`src/rtl/assert_macros.svh`:
```
// assertion macros shared by the rtl
`ifndef ASSERT_MACROS_SVH
`define ASSERT_MACROS_SVH

// property checked on every clock edge outside reset
`define ASSERT_ALWAYS(label, prop, msg) \
  label: assert property (@(posedge clk_i) disable iff (!rst_ni) (prop)) else $error(msg);

// antecedent implies consequent in the same cycle
`define ASSERT_IMPLIES(label, ante, cons, msg) \
  label: assert property (@(posedge clk_i) disable iff (!rst_ni) (ante) |-> (cons)) \
    else $error(msg);

// antecedent implies consequent in the next cycle
`define ASSERT_NEXT(label, ante, cons, msg) \
  label: assert property (@(posedge clk_i) disable iff (!rst_ni) (ante) |=> (cons)) \
    else $error(msg);

`endif

```
`src/rtl/gbn_pkg.sv`:
```
// types and constants of the go-back-n receiver
`default_nettype none

package gbn_pkg;

  localparam logic [7:0] ACK_TYPE  = 8'd1;
  localparam logic [7:0] NAK_TYPE  = 8'd2;
  localparam logic [7:0] FIN_TYPE  = 8'd8;
  localparam logic [7:0] LAST_TYPE = 8'd32;
  localparam logic [7:0] DATA_TYPE = 8'd3;

  localparam logic [7:0] INIT_REPLY_SEQ = 8'd255;

  localparam int unsigned HDR_BYTES = 3;

  localparam int unsigned FIFO_DEPTH = 4;
  localparam int unsigned PTR_W      = $clog2(FIFO_DEPTH);
  localparam int unsigned CNT_W      = $clog2(FIFO_DEPTH + 1);

  typedef struct packed {
    logic       kind;
    logic [7:0] payload_byte;
    logic [7:0] reply_type;
    logic [7:0] reply_seq;
    logic [7:0] reply_check;
    logic       accepted;
    logic       deliver;
    logic       closed;
    logic       last;
  } result_t;

  typedef struct packed {
    logic    push_a;
    logic    push_b;
    result_t data_a;
    result_t data_b;
  } fifo_wr_t;

  function automatic logic [7:0] eac_add(input logic [7:0] a, input logic [7:0] b);
    logic [8:0] s;
    s = {1'b0, a} + {1'b0, b};
    return s[7:0] + {7'd0, s[8]};
  endfunction

endpackage

`default_nettype wire

```
`src/rtl/gbn_out_fifo.sv`:
```
// result queue taking up to two results per cycle and giving one
`default_nettype none

module gbn_out_fifo (
  input  wire                           clk_i,
  input  wire                           rst_ni,
  input  gbn_pkg::fifo_wr_t             wr_i,
  input  wire                           pop_i,
  output gbn_pkg::result_t              head_o,
  output logic [gbn_pkg::CNT_W-1:0]     count_o
);
  import gbn_pkg::*;

  result_t            mem_q [FIFO_DEPTH];
  logic [PTR_W-1:0]   wr_ptr_q, wr_ptr_d;
  logic [PTR_W-1:0]   rd_ptr_q, rd_ptr_d;
  logic [CNT_W-1:0]   count_q, count_d;
  logic [PTR_W-1:0]   wr_ptr_b;
  logic [CNT_W-1:0]   n_push;

  assign wr_ptr_b = wr_ptr_q + PTR_W'(1);
  assign n_push   = CNT_W'(wr_i.push_a) + CNT_W'(wr_i.push_b);
  assign wr_ptr_d = wr_ptr_q + n_push[PTR_W-1:0];
  assign rd_ptr_d = rd_ptr_q + PTR_W'(pop_i);
  assign count_d  = count_q + n_push - CNT_W'(pop_i);

  assign head_o  = mem_q[rd_ptr_q];
  assign count_o = count_q;

  always_ff @(posedge clk_i) begin
    if (wr_i.push_a) begin
      mem_q[wr_ptr_q] <= wr_i.data_a;
    end
    if (wr_i.push_b) begin
      mem_q[wr_ptr_b] <= wr_i.data_b;
    end
  end

  always_ff @(posedge clk_i or negedge rst_ni) begin
    if (!rst_ni) begin
      wr_ptr_q <= '0;
      rd_ptr_q <= '0;
      count_q  <= '0;
    end else begin
      wr_ptr_q <= wr_ptr_d;
      rd_ptr_q <= rd_ptr_d;
      count_q  <= count_d;
    end
  end

endmodule

`default_nettype wire

```
`src/rtl/go_back_n_receiver.sv`:
```
// go-back-n receiver top level
`default_nettype none

// Go-back-N receiver. Takes one packet byte per request (type, sequence,
// length, checksum, then length payload bytes) and returns each payload byte
// at once, followed after the final byte by a verdict carrying the ACK/NAK
// reply. One byte is accepted every cycle unless the input stalls, which
// happens only when the output is held back. The final payload byte of a
// packet yields two results, and the result queue absorbs the extra one while
// the next header bytes arrive. An accepted byte passes through the byte
// register, then the four-entry result queue, before its first result shows.
// After an accepted FIN all further bytes are taken and dropped.
module go_back_n_receiver (
  input  wire        clk_i,
  input  wire        rst_ni,
  input  wire        in_valid_i,
  output logic       in_stall_o,
  input  wire  [7:0] data_byte_i,
  input  wire        start_of_packet_i,
  output logic       out_valid_o,
  input  wire        out_stall_i,
  output logic       kind_o,
  output logic [7:0] payload_byte_o,
  output logic [7:0] reply_type_o,
  output logic [7:0] reply_seq_o,
  output logic [7:0] reply_check_o,
  output logic       accepted_o,
  output logic       deliver_o,
  output logic       closed_o,
  output logic       last_o
);
  import gbn_pkg::*;
  `include "assert_macros.svh"

  // input register
  logic       in_valid_q, in_valid_d;
  logic [7:0] byte_q;
  logic       sop_q;

  // receiver state
  logic [7:0] exp_seq_q, exp_seq_d;
  logic [7:0] prev_type_q, prev_type_d;
  logic [7:0] prev_seq_q, prev_seq_d;
  logic [8:0] pos_q, pos_d;
  logic [7:0] pkt_type_q, pkt_type_d;
  logic [7:0] pkt_seq_q, pkt_seq_d;
  logic [7:0] pay_len_q, pay_len_d;
  logic [7:0] sum_q, sum_d;
  logic       finished_q, finished_d;

  logic       accept;
  logic       proceed;
  logic       work;
  logic [8:0] pos;
  logic       is_payload;
  logic       is_verdict;
  logic       acc;
  logic       fin;
  logic [7:0] v_type;
  logic [7:0] v_seq;
  result_t    pay_res;
  result_t    ver_res;
  fifo_wr_t   wr;
  result_t    head;
  logic [CNT_W-1:0] count;
  logic       pop;

  // room for two results before a byte is processed
  assign proceed    = count <= CNT_W'(FIFO_DEPTH - 2);
  assign in_stall_o = in_valid_q & ~proceed;
  assign accept     = in_valid_i & ~in_stall_o;
  assign in_valid_d = accept | (in_valid_q & ~proceed);
  assign work       = in_valid_q & proceed & ~finished_q;

  assign pos        = sop_q ? 9'd0 : pos_q;
  assign sum_d      = (pos == 9'd0) ? byte_q : eac_add(sum_q, byte_q);
  assign is_payload = pos > 9'(HDR_BYTES);
  assign is_verdict = (pos >= 9'(HDR_BYTES)) &&
                      (pos == ({1'b0, pay_len_q} + 9'(HDR_BYTES)));
  assign acc        = (sum_d == 8'hFF) && (pkt_seq_q == exp_seq_q);
  assign fin        = acc && (pkt_type_q == FIN_TYPE);
  assign v_type     = acc ? ACK_TYPE : prev_type_q;
  assign v_seq      = acc ? pkt_seq_q : prev_seq_q;

  always_comb begin
    pkt_type_d  = (pos == 9'd0) ? byte_q : pkt_type_q;
    pkt_seq_d   = (pos == 9'd1) ? byte_q : pkt_seq_q;
    pay_len_d   = (pos == 9'd2) ? byte_q : pay_len_q;
    pos_d       = is_verdict ? 9'd0 : pos + 9'd1;
    exp_seq_d   = exp_seq_q;
    prev_type_d = prev_type_q;
    prev_seq_d  = prev_seq_q;
    finished_d  = finished_q;
    if (is_verdict && acc) begin
      exp_seq_d   = exp_seq_q + 8'd1;
      prev_type_d = ACK_TYPE;
      prev_seq_d  = pkt_seq_q;
      finished_d  = fin;
    end
  end

  always_comb begin
    pay_res              = '0;
    pay_res.payload_byte = byte_q;
    ver_res              = '0;
    ver_res.kind         = 1'b1;
    ver_res.reply_type   = v_type;
    ver_res.reply_seq    = v_seq;
    ver_res.reply_check  = ~eac_add(v_type, v_seq);
    ver_res.accepted     = acc;
    ver_res.deliver      = acc && ((pkt_type_q == DATA_TYPE) || (pkt_type_q == LAST_TYPE));
    ver_res.closed       = fin;
    ver_res.last         = fin;
    wr.push_a = work & (is_payload | is_verdict);
    wr.push_b = work & is_payload & is_verdict;
    wr.data_a = is_payload ? pay_res : ver_res;
    wr.data_b = ver_res;
  end

  always_ff @(posedge clk_i) begin
    if (accept) begin
      byte_q <= data_byte_i;
      sop_q  <= start_of_packet_i;
    end
  end

  always_ff @(posedge clk_i or negedge rst_ni) begin
    if (!rst_ni) begin
      in_valid_q  <= 1'b0;
      exp_seq_q   <= 8'd0;
      prev_type_q <= NAK_TYPE;
      prev_seq_q  <= INIT_REPLY_SEQ;
      pos_q       <= 9'd0;
      pkt_type_q  <= 8'd0;
      pkt_seq_q   <= 8'd0;
      pay_len_q   <= 8'd0;
      sum_q       <= 8'd0;
      finished_q  <= 1'b0;
    end else begin
      in_valid_q <= in_valid_d;
      if (work) begin
        exp_seq_q   <= exp_seq_d;
        prev_type_q <= prev_type_d;
        prev_seq_q  <= prev_seq_d;
        pos_q       <= pos_d;
        pkt_type_q  <= pkt_type_d;
        pkt_seq_q   <= pkt_seq_d;
        pay_len_q   <= pay_len_d;
        sum_q       <= sum_d;
        finished_q  <= finished_d;
      end
    end
  end

  gbn_out_fifo u_out_fifo (
    .clk_i   (clk_i),
    .rst_ni  (rst_ni),
    .wr_i    (wr),
    .pop_i   (pop),
    .head_o  (head),
    .count_o (count)
  );

  assign out_valid_o    = count != '0;
  assign pop            = out_valid_o & ~out_stall_i;
  assign kind_o         = head.kind;
  assign payload_byte_o = head.payload_byte;
  assign reply_type_o   = head.reply_type;
  assign reply_seq_o    = head.reply_seq;
  assign reply_check_o  = head.reply_check;
  assign accepted_o     = head.accepted;
  assign deliver_o      = head.deliver;
  assign closed_o       = head.closed;
  assign last_o         = head.last;

  `ASSERT_ALWAYS(a_fifo_bound, count <= CNT_W'(FIFO_DEPTH), "result queue overflow")
  `ASSERT_IMPLIES(a_closed_is_last, out_valid_o && closed_o, last_o && kind_o,
                  "close verdict not marked last")
  `ASSERT_IMPLIES(a_no_push_closed, finished_q, !wr.push_a && !wr.push_b,
                  "result produced after close")
  `ASSERT_NEXT(a_finished_sticks, finished_q, finished_q, "closed state cleared")

endmodule

`default_nettype wire

```
`config.mk`:
```
export PLATFORM = sky130hd
export DESIGN_NAME = go_back_n_receiver
export DESIGN_NICKNAME = d
export VERILOG_FILES = /design/src/rtl/gbn_pkg.sv /design/src/rtl/gbn_out_fifo.sv /design/src/rtl/go_back_n_receiver.sv
export VERILOG_INCLUDE_DIRS = /design/src /design/src/rtl
export SDC_FILE = /design/constraint.sdc
export NUM_CORES = 1
export LEC_CHECK = 0
export BUFFER_PORTS_ARGS = -buffer_cell sky130_fd_sc_hd__buf_2
export CAP_MARGIN = 15
export CORE_MARGIN = 10
export CORE_UTILIZATION = 53
export DETAILED_ROUTE_END_ITERATION = 7
export PLACE_DENSITY = 0.8
export SYNTH_ARGS = -nofsm -noshare
export SYNTH_HDL_FRONTEND = slang
export SYNTH_SLANG_ARGS = --single-unit
```
`constraint.sdc`:
```
create_clock -name clk_i -period 7.1 [get_ports clk_i]
set_input_delay 1.42 -clock clk_i [delete_from_list [all_inputs] [get_ports clk_i]]
set_output_delay 1.42 -clock clk_i [all_outputs]
set_load 0.01 [all_outputs]
```
=== After elaboration in Yosys (flattened, before gate mapping) ===
Memories as Yosys holds them, arrays and structs flattened.
Cells that the tools add are included.

* Input bits: 13
* Logic and storage cells: 77
* Memories kept: 1
* Flip-flop bits (word level): 77
* Output and inout port bits: 39
* Bits in writable memories: 148

* Add/sub/neg operators: 13
* $lt $le $gt $ge: 3
* Equal/unequal tests: 8
* Muxes and demuxes: 10
* Bitwise logic cells: 15
* Reductions and logical operators: 12

{| class="wikitable"
|+ Memories
! name !! words !! bits a word !! rd ports !! clocked after Yosys merged registers in !! write ports !! line !! source
|-
| u_out_fifo.mem_q || 4 || 37 || 1 || 0 || 2 || gbn_out_fifo.sv:14 || <nowiki>result_t mem_q [FIFO_DEPTH];</nowiki>
|}

{| class="wikitable"
|+ Operators by type and width
! operator !! number
|-
| two-way mux 37 bit || 1
|-
| two-way mux 9 bit || 2
|-
| adder 8 x 1 -> 8 bit || 2
|-
| two-way mux 8 bit || 2
|-
| adder 2 x 8 -> 9 bit || 1
|-
| adder 8 x 2 -> 9 bit (second input constant) || 1
|-
| adder 8 x 8 -> 9 bit || 1
|-
| adder 9 x 1 -> 9 bit (second input constant) || 1
|-
| equality test 9 x 1 -> 1 bit (second input constant) || 1
|-
| equality test 9 x 2 -> 1 bit (second input constant) || 1
|-
| equality test 9 bit || 1
|-
| greater-or-equal comparator 9 x 2 -> 1 bit (second input constant) || 1
|-
| greater-than comparator 9 x 2 -> 1 bit (second input constant) || 1
|-
| logical NOT 9 bit || 1
|-
| adder 8 x 1 -> 8 bit (second input constant) || 1
|-
| AND 1 bit || 8
|-
| equality test 8 x 2 -> 1 bit (second input constant) || 1
|-
| equality test 8 x 4 -> 1 bit (second input constant) || 1
|-
| equality test 8 x 6 -> 1 bit (second input constant) || 1
|-
| equality test 8 bit || 1
|-
| equality test 8 bit (second input constant) || 1
|-
| NOT 8 bit || 1
|-
| AND reduction 2 bit || 4
|-
| logical AND 1 bit || 5
|-
| 13 further kinds || 20
|}

=== Depth between registers and ports, before layout ===
Gate-level depths: netlist (run 1).

* Depth in word-level cells: 10
* Depth in mapped cells: 31
* Depth with buffers taken out: 28

=== Modules after synthesis ===
A second synthesis (run 1) with hierarchy kept.

* Cells, all modules: 950
* Area, all modules: 12863.6 µm²

{| class="wikitable"
|+ By module, submodules not included
! module !! cells an instance !! seq. area each (µm²) !! area an instance (µm²) !! times used
|-
| gbn_out_fifo || 394 || 4619.4 || 7713.6 || 1
|-
| go_back_n_receiver || 556 || 1808.0 || 5149.9 || 1
|}

=== Worst setup path before layout (run 1) ===
Ideal clock, no wire load.

* Kind: register to register
* From: register byte_q[0]
* To: memory u_out_fifo.mem_q[3][11] (netlist name) (data pin)
* Data required time: 6.835 ns
* Clock period less this slack: 6.513 ns
* Slack: 0.587 ns
* Buffers on the path: 3
* Setup time: 0.265 ns
* Arrival time: 6.248 ns
* Cell stages (with the launch flop): 32
* Cell sequence: edfxtp_1 > ha_1 > fa_1 > a211oi_1 > o21ai_0 > a21o_1 > a21o_1 > ha_1 > ha_1 > xor2_1 > o2111ai_1 > a211oi_1 > nor3b_1 > o2111a_2 > nand2_2 > buf_6 > buf_4 > mux2i_1 > inv_1 > ha_1 > inv_1 > fa_1 > clkbuf_1 > nor3b_1 > ha_1 > nor2b_1 > nand3_1 > a21oi_1 > a311o_1 > a32oi_1 > xor2_1 > nor2_1

{| class="wikitable"
|+ RTL lines
! item !! line !! source
|-
| start: declaration || go_back_n_receiver.sv:37 || <nowiki>logic [7:0] byte_q;</nowiki>
|-
| start signal: assignment || go_back_n_receiver.sv:122 || <nowiki>byte_q <= data_byte_i;</nowiki>
|-
| end: declaration || gbn_out_fifo.sv:14 ||
|}

==> results by stage, run 1 <==
Logic synthesis:
- The proportion of synthesized chip area in sequential cells is 51.8%.
- The count of flip-flops with a built-in enable after synthesis is 93.
- The mean area per synthesized cell is 11.4 µm².
- For this run, asynchronously set or reset flops after synthesis account for 34.5%.
- For this run, the number of Yosys warnings is 0.
- The number of storage elements in the synthesis netlist is 197.
- Synthesis instantiated 65 different standard cells from the library.
- The cell count after synthesis came out at 888.
- The cell area after technology mapping is 0.0101 mm².
- The dominant register cell in the synthesized netlist is edfxtp_1.

Clock tree:
- The H-tree depth is 4.
- The longest clock path from root to sink contains 2 buffers.
- The clock insertion delay at the later pin of the skew report is 0.45 ns.
- The total number of clock tree sinks is 197.
- Clock-pin slew was measured on the worst setup and hold paths at 0.07 ns.
- TritonCTS built the clock tree.
- TritonCTS created 17 clock buffers.
- The library cell used as clock root buffer is clkbuf_16.

Timing:
- At the pin with the least slew margin, the transition time is 1.07 ns.
- The minimum clock period is 6.72 ns.
- The number of pins exceeding their max-slew limit in the final report came to 0.
- The final-layout worst hold slack is 0.451 ns.
- The remaining max-slew budget at the tightest pin is 28.2%.
- The final-report hold violation count is 0.
- Derived from the worst setup path, the maximum achievable clock frequency is 149 MHz.
- Between clock sinks in the finished design, the worst skew comes to 0.0117 ns.
- The worst path uses 94.6% of the clock period.
- The number of failing setup endpoints in the final timing report is 0.

Drt:
- For this run, the detailed router's first-pass iteration total came to 5.
- In the detailed route, the total length drawn on met2 is 11.2 mm.
- In the final routed layout, each cell accounts on average for 19.0 µm.
- The initial DRC count is 515.
- The residual DRC count is 0.
- In the routed layout, each cell is associated on average with a via count of 5.83.
- In the final routing, the length of wire on met1 measures 9.82 mm.
- The met3 layer wire length in the routed design is 1.12 mm.
- The detailed-route wire length is 22.4 mm.
- The total vias in the final route is 6889.
- The number of antenna-violating nets in the routed design is 0.
- The highest layer touched by signal routing is met4.

Hold path:
- The number of instances on the worst hold path is 2.
- In this run the worst hold path is classified as reg2reg.
- The sink of the worst hold path is u_out_fifo.mem_q[3][36].
- The startpoint identified for the worst hold timing path is u_out_fifo.mem_q[3][36].

GRT:
- The first global-routing pass estimated 36.3 mm of wire.
- The number of global-route vias before repair is 6856.
- The total global-route track usage is 18.4%.
- For this run the aggregate overflow at the end of global routing stands at 0.
- The pin count of the biggest net entering global routing is 69.
- The initial antenna violation count is 0.

Floorplanning:
- The number of top-level pins is 52.
- The die height is 158 µm.
- The total area inside the core boundary comes to 0.0187 mm².
- The floorplan has 50 rows.
- The die covers 0.0250 mm².
- Once the floorplan was initialized, standard cells occupied 53.9% of the core.
- The die is 158 µm wide.

Cells and area:
- Cells with a size suffix above 1 make up 20.3% of the layout.
- The number of diodes added for antenna fixing is 0.
- The library cell used most frequently in the layout, excluding fill and tap cells, is nor2_1.
- The synthesis-to-layout area growth is 11.1%.
- Cells fill 59.9% of the core in the end.
- The register with the most flip-flops in the final layout is u_out_fifo.mem_q.
- The top cell types in the final layout, fill and taps aside, are 144 x nor2_1, 93 x edfxtp_1, 70 x nand2_1.
- The largest registers in the layout are u_out_fifo.mem_q x120, pos_q x9.
- After filler insertion, the fill cell instance count of the layout stands at 1467.
- The register with the most flip-flops in the layout has 120 of them.
- The number of nets at the end of the flow is 976.
- The final cell count without fillers is 1181.

Critical path:
- For the worst flop-to-flop path, the logic depth is 29.
- The most used cell along the critical path is ha_1.
- Together, buffers and inverters on the worst path number 3.
- The slack of the worst reg-to-reg path is 0.38 ns.
- Data on the critical path arrives at its endpoint at 6.88 ns.
- The highest cell delay on the worst timing path is 0.47 ns.
- The startpoint identified for the worst register-to-register timing path is byte_q[0].
- In this run the critical register-to-register path is captured at u_out_fifo.mem_q[3][11].
- The cell family with the largest share of critical-path delay is compound AO/OA/AOI/OAI gates.
- For this design, the slowest cell found on the critical path is edfxtp_1.
- STA classifies the critical path startpoint as a register.
- The worst setup path is captured at a register.
- The maximum fanout encountered on the critical timing path is 11.
- The category of the most critical setup path is reg2reg.
- The critical path data required time is 7.26 ns.

Power:
- The sequential share of power is 39.6%.
- The internal portion of total power is 2.78 mW.
- The net load switching power is 1.65 mW.
- The highest ir drop seen on vdd is 0.283 mV.
- Net switching is 37.2% of the power.
- In this run, the clock network consumes 22.2% of the power.
- The power share of the combinational group is 38.2%.
- Summed over all cells, the static leakage comes to 4.70 nW.
- Dividing total power by cell area gives a power density of 395 mW/mm².

Placed design:
- After legalization and detailed placement, the total HPWL measured 14.8 mm.
- The final weighted congestion in routability-driven placement is 0.927.
- The number of cells in the design after placement is 1146.
- Buffers placed on the I/O ports in this run total 45.

Job:
- Max-cap violations in this run came to 0.

Status:
- The run finished with clean final reports.
final cells by class:
class                           instances  area [µm²]  share of cell area, %
Clock buffer                           19         464                   4.14
Clock inverter                         13         141                   1.26
Inverter                               26        97.6                  0.870
Multi-Input combinational cell        627        4610                   41.2
Sequential cell                       197        5230                   46.6
Tap cell                              234         293                   2.61
Timing Repair Buffer                   65         375                   3.35
per-layer routing:
metal  track usage [%]  vias up
met1              23.7     3409
met2              30.7      181
met4              5.73        0
met3              3.58       33
met5                 0        -
li1                  -     3266
worst max-delay path by stage:
stage	end	cells past startpoint	startpoint	slack, ns
2_1_floorplan	u_out_fifo.mem_q[3][11]	31	byte_q[0]	0.59
3_3_place_gp	u_out_fifo.mem_q[3][11]	29	byte_q[0]	0.57
3_5_place_dp	u_out_fifo.mem_q[3][9]	29	byte_q[0]	0.29
4_1_cts	u_out_fifo.mem_q[3][9]	29	byte_q[0]	0.17
5_1_grt	u_out_fifo.mem_q[2][11]	28	byte_q[2]	-0.009
6_report	u_out_fifo.mem_q[3][11]	29	byte_q[0]	0.38
worst min-delay path, stage by stage (launching register included):
cell	delay, ns
dfxtp_1	0.32
nand2_1	0.05
nand2_1	0.04
timing repair:
| action | 4_1_cts | 5_1_grt |
|---|---|---|
| setup endpoints to repair | 0 | 16 |
| hold buffers | 0 | 0 |
| resized for setup | 0 | 6 |
| buffers inserted | 0 | 3 |
through the flow:
step           cell area [µm²]  setup TNS (ns)  power (mW)  worst slack (ns)
3_3_place_gp             10600               0        3.38             0.569
4_1_cts                  11200               0        4.43             0.169
2_1_floorplan            10100               0        2.96             0.587
3_5_place_dp             10600               0        3.43             0.286
6_report                 11200               0        4.43             0.381
5_1_grt                  11200        -0.00932        4.70          -0.00932
cells in the mapped netlist, types with 6 or more instances:
cell	instances	area [µm²]
buf_4	8	60.1
nor2b_1	16	100
nor3_1	24	120
nand2b_1	8	50.1
a211oi_1	6	45.0
buf_1	6	22.5
o21ai_0	24	120
dfrtp_1	59	1480
ha_1	26	325
nand3_1	18	90.1
dfxtp_1	36	721
edfxtp_1	93	2790
mux4_2	30	676
nand4_1	13	81.3
xnor2_1	33	289
and2_1	11	68.8
nand2_1	70	263
mux2_2	37	417
o31ai_1	8	60.1
a31oi_1	7	43.8
nor2_1	144	541
a21oi_1	11	55.1
dfstp_2	9	236
mux2i_1	46	460
inv_1	26	97.6
clkbuf_1	27	101
xor2_1	14	123
cell families (layout without fill, tap and decap cells):
| logic type | count (synthesis) | in the layout | synth area share (%) |
|---|---|---|---|
| simple gates | 346 | 346 | 16.2 |
| flops | 197 | 197 | 51.8 |
| mux | 113 | 113 | 15.4 |
| compound gates | 85 | 85 | 5.59 |
| buf+inv | 69 | 123 | 2.95 |
| xor+xnor | 48 | 48 | 4.24 |
| fa+ha+maj | 29 | 29 | 3.82 |
| other cells | 1 | 6 | 0.0372 |
power by group through the flow:
| stage | combinational [mW] | sequential, mW | clock (mW) |
|---|---|---|---|
| 6_report | 1.69 | 1.75 | 0.983 |
| 5_1_grt | 1.88 | 1.79 | 1.04 |
| 4_1_cts | 1.69 | 1.75 | 0.989 |
| 3_5_place_dp | 1.67 | 1.76 | 0 |
| 3_3_place_gp | 1.63 | 1.75 | 0 |
| 2_1_floorplan | 1.32 | 1.64 | 0 |
Power figures use the tool's default switching activity.
==> run 2: changes to the inputs <==
--- a/config.mk
+++ b/config.mk
@@ -7,11 +7,12 @@
 export NUM_CORES = 1
 export LEC_CHECK = 0
 export BUFFER_PORTS_ARGS = -buffer_cell sky130_fd_sc_hd__buf_2
-export CAP_MARGIN = 15
+export CAP_MARGIN = 20
 export CORE_MARGIN = 10
 export CORE_UTILIZATION = 53
 export DETAILED_ROUTE_END_ITERATION = 7
 export PLACE_DENSITY = 0.8
+export REMOVE_ABC_BUFFERS = 1
 export SYNTH_ARGS = -nofsm -noshare
 export SYNTH_HDL_FRONTEND = slang
 export SYNTH_SLANG_ARGS = --single-unit
==> run 2 against run 1 <==
Effect of this change: flip-flop and latch count did not move; sequential power barely moved; clock power fell by 6.4%; die area did not move; hold slack improved by 0.00081 ns; combinational power barely moved; power fell by 1.0%; critical path type unchanged.
==> results by stage, run 2 (synthesis gave the netlist of run 1 again) <==
Drt:
- The total vias in the final route is 6961 (was 6889).
- The number of antenna-violating nets in the routed design came to 0 (unchanged).
- The residual DRC count was 0 (unchanged).
- The average wire per cell in the routed design is 18.9 µm (was 19.0 µm).
- The post-detailed-route via-to-cell ratio is 5.88 (was 5.83).
- The detailed-routing iteration count for the pre-antenna-repair pass is 6 (was 5).
- The detailed-route wire length is 22.3 mm (was 22.4 mm).
- The initial DRC count is 555 (was 515).

Critical path:
- The launching point of the worst reg2reg path is byte_q[3] (was byte_q[0]).
- The start point of the critical path is byte_q[3] (was byte_q[0]).
- The critical path endpoint is u_out_fifo.mem_q[2][11] (was u_out_fifo.mem_q[3][11]).
- The length in cells of the worst reg-to-reg path is 28 (was 29).
- The data arrival time of the critical path is 6.84 ns (was 6.88 ns).
- The critical path data required time is 7.26 ns (about the same).
- The maximum fanout encountered on the critical timing path is 11 (unchanged).
- The critical path capture point type is a register (unchanged).
- The end of the worst register-to-register path is u_out_fifo.mem_q[2][11] (was u_out_fifo.mem_q[3][11]).
- The category of the most critical setup path was reg2reg (unchanged).
- The highest cell delay on the worst timing path is 0.55 ns (was 0.47 ns).
- The type of element launching the critical path is a register (unchanged).
- The slack of the worst reg-to-reg path was 0.42 ns (was 0.38 ns).
- The most used cell along the critical path is ha_1 (unchanged).
- The worst-path cell with the longest stage delay was edfxtp_1 (unchanged).

Timing:
- The setup TNS is 0 ns (unchanged).
- The number of pins exceeding their max-slew limit in the final report was 0 (unchanged).
- The minimum clock period is 6.68 ns (was 6.72 ns).
- The number of failing setup endpoints in the final timing report is 0 (unchanged).
- Setup repair after global routing left no endpoint under its margin.
- The post-route fraction of the period consumed by the critical path came to 94.1% (was 94.6%).
- The clock tree skew after final layout is 0.0102 ns (was 0.0117 ns).
- The worst-margin pin slew was 1.09 ns (was 1.07 ns).
- The final-report hold violation count was 0 (unchanged).
- The remaining max-slew budget at the tightest pin is 27.4% (was 28.2%).
- The highest clock frequency the design can meet is 150 MHz (was 149 MHz).

Cells and area:
- Largest registers: u_out_fifo.mem_q x120, pos_q x9 (unchanged).
- The synthesis-to-layout area growth is 11.2% (was 11.1%).
- The most common library cell in the layout ignoring fill and taps is nor2_1 (unchanged).
- Commonest cells after routing, fill and taps aside: 144 x nor2_1, 93 x edfxtp_1, 70 x nand2_1 (unchanged).
- The number of diodes added for antenna fixing came to 0 (unchanged).
- The fraction of layout instances using a drive strength above 1 is 20.0% (was 20.3%).
- The filler cell count is 1457 (was 1467).
- The number of flip-flops in the largest register is 120 (unchanged).
- The largest register by flop count is u_out_fifo.mem_q (unchanged).
- The final core utilization is 60.0% (was 59.9%).
- The number of nets at the end of the flow was 978 (was 976).

Clock tree:
- The total number of clock tree sinks is 197 (unchanged).
- The H-tree depth was 4 (unchanged).
- The clock tree buffer depth is 2 (unchanged).
- The total CTS buffers is 17 (unchanged).
- The clock insertion delay at the later pin of the skew report is 0.44 ns (was 0.45 ns).
- The clock edge transition at the registers on the reported setup and hold paths is 0.07 ns (about the same).
- The CTS tree is built (unchanged).
- The library cell used as clock root buffer is clkbuf_16 (unchanged).

Hold path:
- The class of the tightest hold or removal check is reg2reg (unchanged).
- The launch point of the worst hold path is u_out_fifo.mem_q[3][36] (unchanged).

Floorplanning:
- The area of the core region is 0.0187 mm² (unchanged).
- The overall die area came to 0.0250 mm² (unchanged).
- The number of top-level pins is 52 (unchanged).
- The die height is 158 µm (unchanged).
- The width of the die is 158 µm (unchanged).
- The standard-cell row count was 50 (unchanged).
- The initial core utilization was 53.9% (unchanged).

GRT:
- The total global-route track usage is 18.5% (was 18.4%).
- The first-pass GRT wire length is 36.2 mm (was 36.3 mm).
- The initial antenna violation count is 0 (unchanged).
- The remaining global-route overflow is 0 (unchanged).
- The pin count of the biggest net entering global routing was 69 (unchanged).
- The number of global-route vias before repair is 6893 (was 6856).

Placed design:
- The HPWL reported at the end of detailed placement is 14.9 mm (was 14.8 mm).
- The final weighted congestion in routability-driven placement is 0.928 (was 0.927).
- The number of buffers added on ports is 45 (unchanged).

Status:
- Run status: finished clean (unchanged).

Power:
- The power density normalized to cell area is 391 mW/mm² (was 395 mW/mm²).
- The highest ir drop seen on vdd was 0.226 mV (was 0.283 mV).
- The leakage power of the design is 4.70 nW (about the same).

Job:
- The number of max-capacitance violations reported is 0 (unchanged).
## run 2: worst min-delay path by stage
stage,cells after the start,end
finish,2,u_out_fifo.mem_q[3][36]
global route,2,u_out_fifo.mem_q[0][36]
CTS,2,u_out_fifo.mem_q[3][36]
detailed placement,2,u_out_fifo.mem_q[3][36]
global placement,2,u_out_fifo.mem_q[1][36]
floorplan,2,u_out_fifo.mem_q[1][36]
## run 2: power by group
group,switching (mW),leakage [nW],total [mW],internal [mW]
sequential,0.268,1.94,1.76,1.49
clock,0.454,0.276,0.920,0.467
combinational,0.923,2.49,1.70,0.781
total,1.64,4.70,4.38,2.74
## run 2: critical path, delay by kind of cell (launching register included)
kind                     cells  cell delay, ns
AND/OR/NAND/NOR              9            2.11
adder cells (fa/ha/maj)      6            1.57
AO/OA/AOI/OAI                9            1.56
flip-flops                   1            0.55
buffers and inverters        3            0.32
XOR/XNOR                     1            0.29
## run 2: stage by stage
stage | setup WS, ns | total power, mW | cells | hold slack [ns] | area (µm²)
global route | 0.0275 | 4.67 | 1183 | 0.472 | 11200
global placement | 0.577 | 3.37 | 1143 | 0.427 | 10500
CTS | 0.285 | 4.37 | 1175 | 0.452 | 11100
floorplan | 0.677 | 2.93 | 850 | 0.418 | 9910
detailed placement | 0.318 | 3.45 | 1143 | 0.440 | 10500
finish | 0.421 | 4.38 | 1183 | 0.452 | 11200
## run 2: timing repair
action,in CTS,in global routing
hold buffers,0,0
resized for setup,0,3
setup endpoints to repair,0,12
setup buffers,0,5
## run 2: cell type report
cell class / count / area (µm²) / area share (%)
Tap cell: 234 / 293 / 2.61
Inverter: 26 / 97.6 / 0.870
Timing Repair Buffer: 67 / 427 / 3.80
Multi-Input combinational cell: 627 / 4610 / 41.0
Clock buffer: 18 / 429 / 3.82
Sequential cell: 197 / 5230 / 46.6
Clock inverter: 14 / 141 / 1.26
## run 2: per-layer routing
| metal | vias to the layer above | wire, µm | global-route usage [%] |
|---|---|---|---|
| li1 | 3271 | - | - |
| met1 | 3475 | 9620 | 23.4 |
| met2 | 190 | 11200 | 31.9 |
| met3 | 25 | 1240 | 3.31 |
| met4 | 0 | 297 | 4.81 |
| met5 | - | 0 | 0 |
